<file path="src/hdl/vcfe_pkg.sv">
`default_nettype none

package vcfe_pkg;

	localparam int KIND_W      = 3;
	localparam int VALUE_W     = 16;
	localparam int IN_TDATA_W  = 24;
	localparam int OUT_TDATA_W = 8;
	localparam int IDX_W       = 4;
	localparam int QUEUE_DEPTH = 2;
	localparam int QPTR_W      = $clog2(QUEUE_DEPTH);
	localparam int QCNT_W      = $clog2(QUEUE_DEPTH + 1);

	typedef enum logic [KIND_W-1:0] {
		KIND_SET_CHANNEL = 3'd0,
		KIND_SET_FREQ    = 3'd1,
		KIND_SET_POWER   = 3'd2,
		KIND_SET_MW      = 3'd3,
		KIND_REQUEST     = 3'd4
	} kind_t;

	typedef enum logic [1:0] {
		FMT_REJECT = 2'd0,
		FMT_SHORT  = 2'd1,
		FMT_REQ    = 2'd2,
		FMT_LONG   = 2'd3
	} fmt_t;

	localparam logic [7:0] CRC_POLY     = 8'hD5;
	localparam logic [7:0] SYNC_0       = 8'hAA;
	localparam logic [7:0] SYNC_1       = 8'h55;
	localparam logic [7:0] CMD_CHANNEL  = 8'h07;
	localparam logic [7:0] CMD_FREQ     = 8'h09;
	localparam logic [7:0] CMD_POWER    = 8'h05;
	localparam logic [7:0] CMD_REQUEST  = 8'h03;
	localparam logic [7:0] REQ_CRC      = 8'h9F;
	localparam logic [7:0] LONG_HEAD    = 8'h0F;
	localparam logic [7:0] LETTER_FREQ  = 8'h46;
	localparam logic [7:0] LETTER_MW    = 8'h50;
	localparam logic [7:0] LETTER_REQ   = 8'h72;

	localparam logic [IDX_W-1:0] LONG_SUM_IDX = 4'd14;
	localparam logic [IDX_W-1:0] LONG_LAST    = 4'd15;

	typedef struct packed {
		fmt_t             fmt;
		logic [7:0]       cmd;
		logic [7:0]       len;
		logic [7:0]       p0;
		logic [7:0]       p1;
		logic [7:0]       sum;
		logic [IDX_W-1:0] last_idx;
	} desc_t;

	function automatic logic [7:0] crc8_byte(input logic [7:0] crc, input logic [7:0] b);
		logic [7:0] c;
		c = crc ^ b;
		for (int i = 0; i < 8; i++) begin
			c = c[7] ? ((c << 1) ^ CRC_POLY) : (c << 1);
		end
		return c;
	endfunction

endpackage

`default_nettype wire

</file>
<file path="src/hdl/vcfe_front.sv">
`default_nettype none

module vcfe_front (
	input  wire                                clk,
	input  wire                                arst_n,
	input  wire                                cfg_we,
	input  wire                                cfg_wdata,
	input  wire                                s_tvalid,
	output logic                               s_tready,
	input  wire  [vcfe_pkg::IN_TDATA_W-1:0]    s_tdata,
	input  wire                                q_full,
	output logic                               q_push,
	output vcfe_pkg::desc_t                    q_desc
);
	import vcfe_pkg::*;

	logic               mode_q;
	logic [KIND_W-1:0]  kind;
	logic [VALUE_W-1:0] value;
	logic [7:0]         lo;
	logic [7:0]         hi;
	logic               wide;

	always_ff @(posedge clk or negedge arst_n) begin
		if (!arst_n) begin
			mode_q <= 1'b0;
		end else if (cfg_we) begin
			mode_q <= cfg_wdata;
		end
	end

	assign kind  = s_tdata[KIND_W-1:0];
	assign value = s_tdata[KIND_W +: VALUE_W];
	assign lo    = value[7:0];
	assign hi    = value[15:8];
	assign wide  = |hi;

	assign s_tready = !q_full;
	assign q_push   = s_tvalid && !q_full;

	always_comb begin
		q_desc          = '0;
		q_desc.fmt      = FMT_REJECT;
		q_desc.last_idx = '0;
		if (!mode_q) begin
			case (kind)
				KIND_SET_CHANNEL: begin
					if (!wide) begin
						q_desc.fmt      = FMT_SHORT;
						q_desc.cmd      = CMD_CHANNEL;
						q_desc.len      = 8'd1;
						q_desc.p0       = lo;
						q_desc.last_idx = 4'd6;
					end
				end
				KIND_SET_FREQ: begin
					q_desc.fmt      = FMT_SHORT;
					q_desc.cmd      = CMD_FREQ;
					q_desc.len      = 8'd2;
					q_desc.p0       = hi;
					q_desc.p1       = lo;
					q_desc.last_idx = 4'd7;
				end
				KIND_SET_POWER: begin
					if (!wide) begin
						q_desc.fmt      = FMT_SHORT;
						q_desc.cmd      = CMD_POWER;
						q_desc.len      = 8'd1;
						q_desc.p0       = lo;
						q_desc.last_idx = 4'd6;
					end
				end
				KIND_REQUEST: begin
					q_desc.fmt      = FMT_REQ;
					q_desc.cmd      = CMD_REQUEST;
					q_desc.len      = 8'd0;
					q_desc.last_idx = 4'd5;
				end
				default: ;
			endcase
		end else begin
			case (kind)
				KIND_SET_FREQ: begin
					q_desc.fmt      = FMT_LONG;
					q_desc.cmd      = LETTER_FREQ;
					q_desc.p0       = lo;
					q_desc.p1       = hi;
					q_desc.last_idx = LONG_LAST;
				end
				KIND_SET_MW: begin
					q_desc.fmt      = FMT_LONG;
					q_desc.cmd      = LETTER_MW;
					q_desc.p0       = lo;
					q_desc.p1       = hi;
					q_desc.last_idx = LONG_LAST;
				end
				KIND_REQUEST: begin
					q_desc.fmt      = FMT_LONG;
					q_desc.cmd      = LETTER_REQ;
					q_desc.last_idx = LONG_LAST;
				end
				default: ;
			endcase
		end
		q_desc.sum = q_desc.cmd + q_desc.p0 + q_desc.p1;
	end

endmodule

`default_nettype wire

</file>
<file path="src/hdl/vcfe_queue.sv">
`default_nettype none

module vcfe_queue (
	input  wire              clk,
	input  wire              arst_n,
	input  wire              push,
	input  vcfe_pkg::desc_t  push_desc,
	output logic             full,
	input  wire              pop,
	output logic             head_valid,
	output vcfe_pkg::desc_t  head_desc
);
	import vcfe_pkg::*;

	desc_t             entry_q [QUEUE_DEPTH];
	logic [QPTR_W-1:0] wr_ptr_q;
	logic [QPTR_W-1:0] rd_ptr_q;
	logic [QCNT_W-1:0] count_q;
	logic              do_pop;

	assign full       = (count_q == QCNT_W'(QUEUE_DEPTH));
	assign head_valid = (count_q != '0);
	assign head_desc  = entry_q[rd_ptr_q];
	assign do_pop     = pop && head_valid;

	always_ff @(posedge clk) begin
		if (push) begin
			entry_q[wr_ptr_q] <= push_desc;
		end
	end

	always_ff @(posedge clk or negedge arst_n) begin
		if (!arst_n) begin
			wr_ptr_q <= '0;
			rd_ptr_q <= '0;
			count_q  <= '0;
		end else begin
			if (push) begin
				wr_ptr_q <= (wr_ptr_q == QPTR_W'(QUEUE_DEPTH - 1)) ? '0 : wr_ptr_q + 1'b1;
			end
			if (do_pop) begin
				rd_ptr_q <= (rd_ptr_q == QPTR_W'(QUEUE_DEPTH - 1)) ? '0 : rd_ptr_q + 1'b1;
			end
			if (push && !do_pop) begin
				count_q <= count_q + 1'b1;
			end else if (!push && do_pop) begin
				count_q <= count_q - 1'b1;
			end
		end
	end

endmodule

`default_nettype wire

</file>
<file path="src/hdl/vcfe_back.sv">
`default_nettype none

module vcfe_back (
	input  wire                                 clk,
	input  wire                                 arst_n,
	input  wire                                 head_valid,
	input  vcfe_pkg::desc_t                     head_desc,
	output logic                                pop,
	output logic                                m_tvalid,
	input  wire                                 m_tready,
	output logic [vcfe_pkg::OUT_TDATA_W-1:0]    m_tdata,
	output logic                                m_tlast,
	output logic                                m_tuser
);
	import vcfe_pkg::*;

	logic [IDX_W-1:0] idx_q;
	logic [7:0]       crc_q;
	logic             valid_q;
	logic [7:0]       byte_q;
	logic             last_q;
	logic             rej_q;
	logic             load;
	logic             is_last;
	logic [7:0]       cur_byte;

	assign load    = head_valid && (!valid_q || m_tready);
	assign is_last = (head_desc.fmt == FMT_REJECT) || (idx_q == head_desc.last_idx);
	assign pop     = load && is_last;

	always_comb begin
		cur_byte = 8'h00;
		case (head_desc.fmt)
			FMT_SHORT, FMT_REQ: begin
				if (is_last) begin
					cur_byte = (head_desc.fmt == FMT_REQ) ? REQ_CRC : crc_q;
				end else begin
					case (idx_q)
						4'd1:    cur_byte = SYNC_0;
						4'd2:    cur_byte = SYNC_1;
						4'd3:    cur_byte = head_desc.cmd;
						4'd4:    cur_byte = head_desc.len;
						4'd5:    cur_byte = head_desc.p0;
						4'd6:    cur_byte = head_desc.p1;
						default: cur_byte = 8'h00;
					endcase
				end
			end
			FMT_LONG: begin
				case (idx_q)
					4'd0:         cur_byte = LONG_HEAD;
					4'd1:         cur_byte = head_desc.cmd;
					4'd2:         cur_byte = head_desc.p0;
					4'd3:         cur_byte = head_desc.p1;
					LONG_SUM_IDX: cur_byte = head_desc.sum;
					default:      cur_byte = 8'h00;
				endcase
			end
			default: cur_byte = 8'h00;
		endcase
	end

	always_ff @(posedge clk or negedge arst_n) begin
		if (!arst_n) begin
			valid_q <= 1'b0;
			idx_q   <= '0;
		end else begin
			if (load) begin
				valid_q <= 1'b1;
				idx_q   <= is_last ? '0 : idx_q + 1'b1;
			end else if (m_tready) begin
				valid_q <= 1'b0;
			end
		end
	end

	// crc runs over bytes 1 .. n-2
	always_ff @(posedge clk) begin
		if (load) begin
			byte_q <= cur_byte;
			last_q <= is_last;
			rej_q  <= (head_desc.fmt == FMT_REJECT);
			if (idx_q == '0) begin
				crc_q <= 8'h00;
			end else if (!is_last) begin
				crc_q <= crc8_byte(crc_q, cur_byte);
			end
		end
	end

	assign m_tvalid = valid_q;
	assign m_tdata  = byte_q;
	assign m_tlast  = last_q;
	assign m_tuser  = rej_q;

endmodule

`default_nettype wire

</file>
<file path="src/hdl/vtx_command_frame_encoder.sv">
// A request's first byte passes through the request queue and the output register.
// Throughput: one frame byte per cycle while the receiver accepts; a frame is 6 to 16
// bytes long (16 in checksum mode), a rejection a single byte. A two-entry request
// queue lets the input take new requests while a frame is still going out.
// Reset: arst_n clears the mode register to CRC framing and empties queue and output.
`default_nettype none

module vtx_command_frame_encoder (
	input  wire                                clk,
	input  wire                                arst_n,
	input  wire                                cfg_we,
	input  wire                                cfg_wdata,      // protocol_mode
	input  wire                                s_tvalid,
	output logic                               s_tready,
	input  wire  [vcfe_pkg::IN_TDATA_W-1:0]    s_tdata,        // kind[2:0], value[18:3]
	output logic                               m_tvalid,
	input  wire                                m_tready,
	output logic [vcfe_pkg::OUT_TDATA_W-1:0]   m_tdata,        // frame_byte[7:0]
	output logic                               m_tlast,
	output logic                               m_tuser         // rejected
);
	import vcfe_pkg::*;

	logic  q_full;
	logic  q_push;
	desc_t q_desc;
	logic  head_valid;
	desc_t head_desc;
	logic  pop;

	vcfe_front u_front (
		.clk       (clk),
		.arst_n    (arst_n),
		.cfg_we    (cfg_we),
		.cfg_wdata (cfg_wdata),
		.s_tvalid  (s_tvalid),
		.s_tready  (s_tready),
		.s_tdata   (s_tdata),
		.q_full    (q_full),
		.q_push    (q_push),
		.q_desc    (q_desc)
	);

	vcfe_queue u_queue (
		.clk        (clk),
		.arst_n     (arst_n),
		.push       (q_push),
		.push_desc  (q_desc),
		.full       (q_full),
		.pop        (pop),
		.head_valid (head_valid),
		.head_desc  (head_desc)
	);

	vcfe_back u_back (
		.clk        (clk),
		.arst_n     (arst_n),
		.head_valid (head_valid),
		.head_desc  (head_desc),
		.pop        (pop),
		.m_tvalid   (m_tvalid),
		.m_tready   (m_tready),
		.m_tdata    (m_tdata),
		.m_tlast    (m_tlast),
		.m_tuser    (m_tuser)
	);

endmodule

`default_nettype wire

</file>
<file path="config.mk">
export PLATFORM = sky130hd
export DESIGN_NAME = vtx_command_frame_encoder
export DESIGN_NICKNAME = d
export VERILOG_FILES = /design/src/hdl/vcfe_pkg.sv /design/src/hdl/vcfe_front.sv /design/src/hdl/vcfe_queue.sv /design/src/hdl/vcfe_back.sv /design/src/hdl/vtx_command_frame_encoder.sv
export SDC_FILE = /design/constraint.sdc
export NUM_CORES = 1
export LEC_CHECK = 0
export ABC_AREA = 1
export BUFFER_PORTS_ARGS = -buffer_cell sky130_fd_sc_hd__buf_2
export CORE_MARGIN = 10
export CORE_UTILIZATION = 45
export CTS_CLUSTER_DIAMETER = 60
export DETAILED_ROUTE_END_ITERATION = 6
export PLACE_DENSITY_LB_ADDON = 0.15
export SLEW_MARGIN = 15
export SYNTH_ARGS = -nofsm -noshare
export SYNTH_HDL_FRONTEND = slang
export SYNTH_SLANG_ARGS = --single-unit
</file>
<file path="constraint.sdc">
create_clock -name clk -period 4.85 [get_ports clk]
set_clock_uncertainty 0.1 [all_clocks]
set_input_delay 0.485 -clock clk [delete_from_list [all_inputs] [get_ports clk]]
set_output_delay 0.485 -clock clk [all_outputs]
set_load 0.03 [all_outputs]
</file>
=== Word level (Yosys, flattened, before mapping) ===
Memories as Yosys holds them, arrays and structs flattened.
Index checks and enable logic that the tools add are counted.

* Register bits: 28
* Bits in latches: 0
* Bits in writable memories: 92
* ROM bits: 0
* Input bits: 30
* Output and inout bits: 12
* Logic and storage cells: 105
* Memories kept: 1

* Add/subtract/negate cells: 7
* Multiply operators: 0
* Div/mod/pow operators: 0
* Order comparisons: 0
* Eq/ne operators: 17
* Shift operators: 0
* Mux-type cells: 37
* Bitwise operators: 9
* Reductions and logical operators: 24

{| class="wikitable"
|+ Memory list
! name !! depth !! width !! read ports !! clocked after memory_dff !! write ports !! line !! source
|-
| u_queue.entry_q || 2 || 46 || 1 || 0 || 1 || vcfe_queue.sv:15 || <nowiki>desc_t entry_q [QUEUE_DEPTH];</nowiki>
|}

{| class="wikitable"
|+ Operator list
! kind !! count
|-
| $mux W8 || 13
|-
| $pmux W18 S4 || 1
|-
| $mux W25 || 2
|-
| $pmux W8 S6 || 1
|-
| $not A5 Y5 || 8
|-
| $pmux W8 S5 || 1
|-
| $mux W16 || 2
|-
| $pmux W10 S3 || 1
|-
| $pmux W8 S3 || 1
|-
| $add A8 B8 Y8 || 2
|-
| $pmux W8 S2 || 1
|-
| $eq A4 B3 Y1 const B || 3
|-
| $mux W4 || 3
|-
| $pmux W4 S3 || 1
|-
| $mux W10 || 1
|-
| $eq A4 B2 Y1 const B || 2
|-
| $reduce_or A8 Y1 || 1
|-
| $xor A8 B8 Y8 || 1
|-
| $eq A2 B2 Y1 const B || 3
|-
| $eq A3 B2 Y1 const B || 2
|-
| $logic_and A1 B1 Y1 || 6
|-
| $mux W1 || 6
|-
| $reduce_bool A2 Y1 || 3
|-
| $reduce_or A2 Y1 || 3
|-
| 20 further kinds || 26
|}

=== Logic depth before layout (Yosys ltp) ===
An unclocked memory read counts as a cell.

* Word-level depth: 23
* Mapped depth: 28
* Mapped depth without buffers: 27

=== Cells and area by module ===
From an unflattened synthesis, not the netlist that was laid out.

* Cells, all modules: 839
* Area total of the unflattened synthesis: 7233.2 um^2

{| class="wikitable"
|+ By module, submodules not included
! module !! instances !! cells each !! area an instance (um^2)
|-
| vcfe_queue || 1 || 268 || 3587.2
|-
| vcfe_back || 1 || 408 || 2568.7
|-
| vcfe_front || 1 || 163 || 1077.3
|}

=== Worst setup path before layout ===
OpenSTA, ideal clock, no wires.

* Path kind: in2reg
* Start: input port s_tdata[0] in the netlist's numbering
* End: memory u_queue.entry_q[0][11] in the netlist's numbering (data pin)
* Setup time: 0.269 ns
* Arrival: 3.519 ns
* Required time: 4.481 ns
* Slack: 0.962 ns
* Stages: 21
* Buffers on the path: 1
* Path through: inv_1 nor2_1 inv_1 nor2_1 inv_1 nor2_1 clkinv_1 clkbuf_1 o22ai_1 inv_1 fa_1 inv_1 ha_1 fa_1 a21oi_1 o21bai_1 nand2_1 nand2_1 a21oi_1 xor2_1 xnor2_1

{| class="wikitable"
|+ RTL lines
! element !! line !! source
|-
| start, declared || vtx_command_frame_encoder.sv:15 || <nowiki>input wire [vcfe_pkg::IN_TDATA_W-1:0] s_tdata,</nowiki>
|-
| end, declared || vcfe_queue.sv:15 ||
|}

==> flow_summary_export.csv <==
group,metric,value,unit
critical_path,rrSetupSlack,0.84,ns
finish,drive_above_1_share,14.4,%
die,die_x,137,um
finish,syn2layout_area_growth,11.1,%
clocking,htreeDepth,3,
grt,grt_max_degree,40,
routing,vias,4718,
grt,overflow,0,
critical_path,cp_max_fo,11,
synthesis,syn-num-nets,771,
routing,routed_wl,13800,um
timing,tns,0,ns
critical_path,endpoint_kind,"register",
grt,use_met1,19.4,%
grt,grtUsageMet2,25.0,%
timing,max_freq,0.249,GHz
place,place_hpwl,10600,um
run_status,status,"complete, no violations",
min_path,hold-path-endpoint,"u_front.mode_q",
synthesis,synthCells,718,
finish,mostFrequentLayoutCell,"nand2_1",
critical_path,required,4.83,ns
timing,finalSetupViolations,0,
routing,drt_iter0_drc,308,
synthesis,synthArstFlopShare,9.62,%
synthesis,postSynthAreaPerCell,8.64,um2
clocking,clock_latency,0.35,ns
timing,finalCriticalPeriod,4.01,ns
finish,fillers,1258,
finish,final_cell_mix,"nand2_1 (224), inv_1 (109), edfxtp_1 (94), nand3_1 (54), nor2_1 (37)",
timing,slew_viol_final,0,
place,postPlaceCellArea,6570,um2
routing,ant_nets,0,
die,start_util,46.5,%
grt,met3_usage,3.31,%
timing,post-route-period-util,82.7,%
min_path,min_path_cells,2,
min_path,hold_class,"in -> reg",
clocking,clk_path_buf_depth,2,
timing,hold_viol,0,
synthesis,ys_seq_area_share,49.5,%
min_path,min_from,"cfg_we",
place,portBuffers,36,
place,gp_congestion,0.862,
routing,drt_pre_antenna_iters,5,
timing,rsz0062_at_grt,"false",
critical_path,slowest_delay,0.54,ns
grt,grt-busiest-layer,"met2",
die,die_height,137,um
clocking,clkTransAtPathRegs,0.07,ns
synthesis,ys_warn_count,0,
critical_path,critical_path_class,"reg -> reg",
grt,first_global_vias,4533,
critical_path,startpoint_type,"register",
clocking,cts_sinks,104,
finish,nNetsFinal,812,
routing,route.detailed.drc,0,
synthesis,yosys_most_used_dff,"edfxtp_1",
grt,grt_pass1_wl,22600,um
routing,via_per_inst,5.02,
critical_path,path_common_cell,"inv_1",
synthesis,syn_area,6200,um2
critical_path,r2r_end,"u_queue.entry_q[1][11]",
synthesis,synth_seq_cells,104,
critical_path,crit_slowest_cell,"fa_1",
finish,antenna_cells,0,
run,maxCapViolCount,0,
critical_path,crit-reg2reg-launch,"u_front.mode_q",
die,core_area,13300,um2
finish,final_cell_area,6890,um2
synthesis,synth_edf_count,94,
grt,track_usage,15.3,%
clocking,cts_root_buf,"clkbuf_16",
synthesis,synth_cell_types,42,
clocking,tritoncts,"built",
routing,wl_per_cell,14.7,um
die,core.rowCount,42,
die,pin_count,42,
critical_path,arrival,3.99,ns
critical_path,crit_chain,"inv_1 -> nor2_1 -> inv_1 -> o22ai_1 -> inv_1 -> fa_1 -> inv_1 -> ha_1 -> fa_1 -> a21oi_1 -> o21bai_1 -> nand2_1 -> nand2_1 -> a21oi_1 -> xor2_1 -> xnor2_1",
clocking,cts_resized,0,
timing,tightestPinTransition,0.829,ns
critical_path,ff2ff_path_depth,16,
grt,antenna_found_initial,0,
timing,slew_headroom,44.8,%
clocking,cts-buffers-inserted,9,
die,dieArea,18900,um2
-- layer usage --
metal | wire length (um) | part of all wire, %
met1 | 6460 | 47
met2 | 6450 | 47
met3 | 635 | 4.6
met4 | 267 | 1.9
met5 | 0 | 0
-- Yosys cell counts (all sizes together) (4+ instances only) --
cell	instances	area (um2)
ha	15	188
o21ai	12	63.8
or2	7	43.8
nor2	40	153
edfxtp	94	2820
inv	113	424
xor2	14	149
dfrtp	10	250
fa	8	160
nand2	254	1050
a22oi	6	45.0
nand3	56	290
buf	13	92.6
o211ai	6	45.0
xnor2	4	35.0
a21oi	27	139
o22ai	16	100
-- state kept, by name (all words and copies together), names as in the netlist --
name / flops
u_queue.count_q: 2
u_queue.entry_q: 76
u_back.m_tuser: 1
u_front.mode_q: 1
u_back.m_tdata: 8
u_queue.wr_ptr_q: 1
u_back.m_tvalid: 1
u_back.crc_q: 8
u_back.m_tlast: 1
u_back.idx_q: 4
u_queue.rd_ptr_q: 1
-- worst max-delay path by stage --
| stage | start | to | slack (ns) | cells after the start |
|---|---|---|---|---|
| 2_1_floorplan | s_tdata[0] | u_queue.entry_q[0][11] | 0.96 | 21 |
| 3_5_place_dp | s_tdata[15] | u_queue.entry_q[0][11] | 0.52 | 20 |
| 5_1_grt | u_queue.rd_ptr_q | u_back.crc_q[5] | 0.43 | 19 |
| 4_1_cts | u_queue.rd_ptr_q | u_back.crc_q[1] | 0.81 | 22 |
| 3_3_place_gp | s_tdata[14] | u_queue.entry_q[0][11] | 0.63 | 20 |
| 6_report | u_front.mode_q | u_queue.entry_q[1][11] | 0.84 | 16 |
-- metrics by stage --
| step | util [%] | hold slack, ns | std cells | setup WS [ns] |
|---|---|---|---|---|
| finish | 51.6 | 0.231 | 940 | 0.839 |
| CTS | 51.3 | 0.222 | 938 | 0.811 |
| floorplan | - | 0.0894 | 718 | 0.962 |
| global route | 51.6 | 0.241 | 940 | 0.426 |
| global placement | 49.2 | 0.272 | 921 | 0.630 |
| detailed placement | 49.2 | 0.280 | 921 | 0.519 |
-- critical path: cells and delay by family (launching register included) --
family	cells	cell delay, ns
xor+xnor	2	0.29
fa+ha+maj	3	1.17
compound gates	4	0.76
simple gates	3	0.38
flops	1	0.47
buf+inv	4	0.56
-- cell type report --
class,instances,area [um2],area share [%]
clock inverters,7,48.8,0.708
clock buffers,9,225,3.27
inverters,114,428,6.21
repair buffers,46,283,4.10
multi-input cells,484,2610,37.9
well taps,176,220,3.20
flip-flops and latches,104,3070,44.6
-- logic make-up after synthesis --
family                   after synthesis  synth area share (%)
flip-flops                           104                  49.5
adder cells (fa/ha/maj)               23                  5.61
buffers and inverters                130                  8.57
AND/OR/NAND/NOR                      366                  25.7
AO/OA/AOI/OAI                         75                  7.30
XOR/XNOR                              18                  2.97
multiplexers                           2                 0.323
-- repair_timing --
action                                 4_1_cts  5_1_grt
hold buffers                                 1        0
endpoints found under the hold margin       10        0
buffers inserted                             0        0
Power is left out: the tool's default activity adds up to more than one toggle a clock period on the data nets, which glitch-free logic cannot reach.
